[config.mk]
export PLATFORM = sky130hd
export DESIGN_NAME = string_hash_mod_prime
export DESIGN_NICKNAME = d
export VERILOG_FILES = /design/src/shmp_pkg.sv /design/src/shmp_fold.sv /design/src/string_hash_mod_prime.sv
export SDC_FILE = /design/constraint.sdc
export NUM_CORES = 1
export LEC_CHECK = 0
export ABC_AREA = 1
export ABC_CLOCK_PERIOD_IN_PS = 12500
export BUFFER_PORTS_ARGS = -buffer_cell sky130_fd_sc_hd__buf_2
export CORE_MARGIN = 1
export CORE_UTILIZATION = 45
export CTS_BUF_LIST = sky130_fd_sc_hd__clkbuf_16
export CTS_CLUSTER_SIZE = 40
export DETAILED_ROUTE_END_ITERATION = 8
export PLACE_DENSITY = 0.59
export SYNTH_ARGS = -nofsm -noshare
export SYNTH_HDL_FRONTEND = slang
export SYNTH_HIERARCHICAL = 1
export SYNTH_SLANG_ARGS = --single-unit
export TNS_END_PERCENT = 100
[constraint.sdc]
create_clock -name clk_i -period 12.5 [get_ports clk_i]
set_input_delay 0.625 -clock clk_i [delete_from_list [all_inputs] [get_ports clk_i]]
set_output_delay 0.625 -clock clk_i [all_outputs]
set_load 0.01 [all_outputs]
[src/shmp_pkg.sv]
package shmp_pkg;

  localparam int unsigned SumW  = 31;
  localparam int unsigned ByteW = 8;
  localparam int unsigned FoldW = SumW + ByteW;
  localparam int unsigned HiW   = FoldW - SumW;
  localparam int unsigned ProdW = HiW + 5;

  // p = 2^31 - 19, so 2^31 folds back in as 19
  localparam logic [SumW-1:0]  HashPrime = 31'd2147483629;
  localparam logic [ProdW-1:0] FoldMul   = 13'd19;

endpackage

[src/shmp_fold.sv]
module shmp_fold import shmp_pkg::*; (
  input  logic [SumW-1:0]  sum_i,
  input  logic [ByteW-1:0] byte_i,
  output logic [SumW-1:0]  sum_o
);

  logic [FoldW-1:0] wide;
  logic [HiW-1:0]   hi;
  logic [ProdW-1:0] prod;
  logic [SumW:0]    part;
  logic [SumW:0]    diff;

  always_comb begin
    wide = {sum_i, byte_i};
    hi   = wide[FoldW-1:SumW];
    // hi * 19 stays below 2^13
    prod = ProdW'(hi) * FoldMul;
    // part < 2p, one conditional subtract finishes the reduction
    part = {1'b0, wide[SumW-1:0]} + (SumW+1)'(prod);
    diff = part - {1'b0, HashPrime};
    if (part >= {1'b0, HashPrime}) begin
      sum_o = diff[SumW-1:0];
    end else begin
      sum_o = part[SumW-1:0];
    end
  end

endmodule

[src/string_hash_mod_prime.sv]
// string_hash_mod_prime: running hash (sum*256 + byte) mod 2^31-19, one byte per word.
// Path: an accepted word is held in the input register; a string's last word then loads the result register.
// Throughput: one word per cycle unless a last word waits on a stalled result slot; the fold of a byte
// (multiply by 19, add, conditional subtract) lies between the input register and the running sum register.
// Reset: rst_ni asynchronous active low; clears valid flags and the running sum.
module string_hash_mod_prime import shmp_pkg::*; (
  input  logic             clk_i,
  input  logic             rst_ni,
  input  logic             in_valid_i,
  output logic             in_stall_o,
  input  logic [ByteW-1:0] byte_value_i,
  input  logic             byte_present_i,
  input  logic             last_item_i,
  output logic             out_valid_o,
  input  logic             out_stall_i,
  output logic [SumW-1:0]  hash_value_o
);

  // input register
  logic             in_vld_q;
  logic [ByteW-1:0] byte_q;
  logic             present_q;
  logic             last_q;

  // running sum and result register
  logic [SumW-1:0] sum_q, sum_d;
  logic            out_vld_q;
  logic [SumW-1:0] hash_q;

  logic [SumW-1:0] folded;
  logic            out_free;
  logic            work_fire;
  logic            in_take;

  shmp_fold u_fold (
    .sum_i  (sum_q),
    .byte_i (byte_q),
    .sum_o  (folded)
  );

  // The result slot is free when empty or being drained this cycle.
  assign out_free  = !out_vld_q || !out_stall_i;
  // A word that ends no string needs no result slot.
  assign work_fire = in_vld_q && (!last_q || out_free);
  // Input register can reload when empty or when its word moves on.
  assign in_stall_o = in_vld_q && !work_fire;
  assign in_take    = in_valid_i && !in_stall_o;

  always_comb begin
    sum_d = present_q ? folded : sum_q;
  end

  always_ff @(posedge clk_i or negedge rst_ni) begin
    if (!rst_ni) begin
      in_vld_q  <= 1'b0;
      out_vld_q <= 1'b0;
      sum_q     <= '0;
    end else begin
      if (in_take) begin
        in_vld_q <= 1'b1;
      end else if (work_fire) begin
        in_vld_q <= 1'b0;
      end
      if (work_fire) begin
        // string end clears the sum for the next string
        sum_q <= last_q ? '0 : sum_d;
      end
      if (work_fire && last_q) begin
        out_vld_q <= 1'b1;
      end else if (!out_stall_i) begin
        out_vld_q <= 1'b0;
      end
    end
  end

  // payload, no reset needed
  always_ff @(posedge clk_i) begin
    if (in_take) begin
      byte_q    <= byte_value_i;
      present_q <= byte_present_i;
      last_q    <= last_item_i;
    end
    if (work_fire && last_q) begin
      // sum_d < p, so +1 cannot wrap 31 bits
      hash_q <= sum_d + SumW'(1);
    end
  end

  assign out_valid_o  = out_vld_q;
  assign hash_value_o = hash_q;

endmodule

==> results.py <==
metrics = {
    "sta": {
        "period_minus_slack_ns": 5.94,
        "finalHoldViolCount": 0,
        "worst_pin_slew_ns": 1.21,
        "rsz0062_at_grt": "false",
        "drv_slew": 0,
        "slew_headroom": 0.194,
        "setup_viol": 0,
        "timing.fmax_mhz": 168,
        "setup_tns_ns": 0,
        "period_share": 0.475,
        "skew_ns": 0.0115,
    },
    "detailed_routing": {
        "ant_nets": 0,
        "vias": 6492,
        "first_pass_iters": 9,
        "routed_wl_um": 20600,
        "drt-wirelength-per-cell_um": 16.4,
        "routed_via_density": 5.15,
        "route.detailed.drc": 3,
        "drt_iter0_drc": 713,
    },
    "clocking": {
        "htreeDepth": 3,
        "clock_latency_ns": 0.35,
        "cts.sinks": 74,
        "cts_root_buffer": "clkbuf_16",
        "clockBufferDepth": 2,
        "postCtsHoldBufs": 0,
        "numCtsBuffers": 9,
        "path_clk_slew_ns": 0.06,
        "cts_setup_buffers": 0,
        "cts_tree": "yes",
        "cts_resized": 0,
    },
    "grt": {
        "grt_pass1_wl_um": 32800,
        "grt_max_degree": 35,
        "grt_pass1_vias": 6049,
        "grt_overflow": 0,
        "antenna_found_initial": 0,
        "track_usage": 0.272,
    },
    "critical_path": {
        "cp_common_cell": "nand2_1",
        "worst_ep_required_time_ns": 12.60,
        "worst_setup_path_start_kind": "register",
        "slowest_stage": "fa_1",
        "cp.depth": 34,
        "rrSetupSlack_ns": 6.56,
        "worstPathMaxFanout": 34,
        "reg2reg_depth": 34,
        "arrival_ns": 6.03,
        "critPathBufInv": 9,
        "cp-end-kind": "register",
        "r2r-end": "hash_value_o[16]",
        "r2r-start": "sum_q[28]",
        "critPathKind": "reg2reg",
        "path_delay_family": "simple AND/OR/NAND/NOR gates",
        "slowest_delay_ns": 0.54,
    },
    "final_layout": {
        "nFillCells": 1481,
        "layout.nets": 1130,
        "seqCellArea_um2": 2060,
        "multi_input_area_um2": 3980,
        "syn_to_final_growth_pct": 8.95,
        "antenna_cells": 0,
        "drive_gt1_frac": 0.121,
        "finalNonFillerCells": 1260,
    },
    "floorplan": {
        "core_area_um2": 14700,
        "fp.dieW_um": 125,
        "die_area_um2": 15700,
        "start_util": 0.466,
        "fp.dieH_um": 125,
        "ioPinCount": 47,
        "rows": 44,
    },
    "synth": {
        "yosys.area.top_type_share": 0.219,
        "avgSynthCellArea_um2": 6.65,
        "synth_cell_types": 42,
        "yosys-top-cells-area": "nand2_1 (22%), edfxtp_1 (18%), dfrtp_1 (12%)",
        "syn_area_um2": 6850,
        "ys_async_sr_fraction": 0.446,
        "ys_warn_count": 6,
        "synth-edff-count": 41,
        "seq_area_frac_synth": 0.300,
        "synth_nets": 1089,
        "synth.ff_latch_count": 74,
        "synth_cells": 1030,
        "synth_ff_type": "edfxtp_1",
        "synth_top_area_cell": "nand2_1",
    },
    "power": {
        "powerDensity_nw_per_um2": 110,
        "total_power_w": 0.000824,
        "peakVddDrop_v": 0.0000976,
        "power_leakage_nw": 3.83,
    },
    "run_status": {
        "violations": "design-rule violations",
        "outcome": "finished with violations",
    },
    "place": {
        "io_buffers": 46,
        "dp_hpwl_um": 16700,
        "placedCellCount": 1244,
        "gp_congestion": 0.972,
    },
    "worst_hold_path": {
        "holdCritPathClass": "in2async",
    },
    "job": {
        "max-cap-violations": 0,
    },
}
-- layer usage --
metal | global-route usage | routed length, µm
met1 | 0.388 | 10000
met5 | 0 | 0
met4 | 0.0703 | 363
met2 | 0.426 | 9060
met3 | 0.0484 | 1180
-- layout make-up --
cell class / instances / share of cell area
clock buffers: 9 / 0.0302
clock inverters: 7 / 0.0102
inverters: 175 / 0.0887
multi-input cells: 764 / 0.533
flip-flops and latches: 74 / 0.276
well taps: 184 / 0.0308
repair buffers: 47 / 0.0318
-- registers in the layout (all words and copies together) (netlist names) --
name,count
hash_value_o,31
sum_q,31
byte_q,8
in_vld_q,1
last_q,1
out_valid_o,1
present_q,1
-- cell usage after synthesis, types with 2 or more instances --
cell type / instances
dfrtp_1: 33
nand3b_1: 9
nor2_4: 2
inv_1: 170
nand3_2: 2
a21oi_1: 17
a21boi_0: 4
nand3_1: 82
buf_12: 2
nand4_1: 16
buf_6: 6
ha_1: 32
inv_2: 4
fa_1: 13
nor2_2: 18
or2_2: 2
nand2_4: 6
nand2_1: 400
nand2_2: 28
edfxtp_1: 41
nor2_1: 72
xor2_1: 20
o21ai_0: 21
nor3_1: 6
clkbuf_1: 6
xnor2_1: 2
-- worst register-to-register path, delay by kind of cell, from the launching register on --
kind | cells | cell delay [ns]
DFF | 1 | 0.40
and+or+nand+nor | 18 | 2.26
AOI/OAI and AO/OA | 1 | 0.19
buffers and inverters | 9 | 0.67
xor gates and xnor gates | 1 | 0.14
adders and majority gates | 5 | 2.01
-- how the worst max path moves through the flow --
stage | to | slack (ns) | start
after CTS | hash_value_o[16] | 6.63 | sum_q[28]
after global placement | hash_value_o[16] | 6.72 | sum_q[28]
after detailed placement | hash_value_o[16] | 6.63 | sum_q[28]
final | hash_value_o[16] | 6.56 | sum_q[28]
after global routing | hash_value_o[24] | 6.11 | sum_q[28]
after floorplan | hash_value_o[16] | 7.43 | sum_q[28]
-- cells in the final DEF, fill, tap and decap left out, drive strengths merged, types with 9 or more instances in the layout --
master / instances
buf: 47
xor2: 21
inv: 177
ha: 32
dfrtp: 33
fa: 13
clkbuf: 9
a21oi: 17
nand3b: 9
nand4: 16
edfxtp: 41
o21ai: 23
nor2: 93
nand2: 434
nand3: 84
-- report_power, final --
| part | internal [W] | switching [W] |
|---|---|---|
| combinational | 0.0000779 | 0.000172 |
| sequential | 0.000284 | 0.0000260 |
| clock | 0.000156 | 0.000108 |
-- stage by stage --
| step | utilization | instance area [µm²] | setup WS (ns) | hold slack (ns) |
|---|---|---|---|---|
| global route | 0.508 | 7460 | 6.11 | 0.431 |
| global placement | 0.487 | 7160 | 6.72 | 0.492 |
| finish | 0.508 | 7460 | 6.56 | 0.369 |
| CTS | 0.508 | 7460 | 6.63 | 0.386 |
| detailed placement | 0.487 | 7160 | 6.63 | 0.486 |
| floorplan | - | 6850 | 7.43 | 0.329 |
-- logic make-up after synthesis --
kind of cell / share of synthesized area
buf+inv: 0.119
flops: 0.300
compound gates: 0.0373
xor+xnor: 0.0305
fa+ha+maj: 0.0964
simple gates: 0.416
Note: power is estimated with default switching activity, not from simulation.
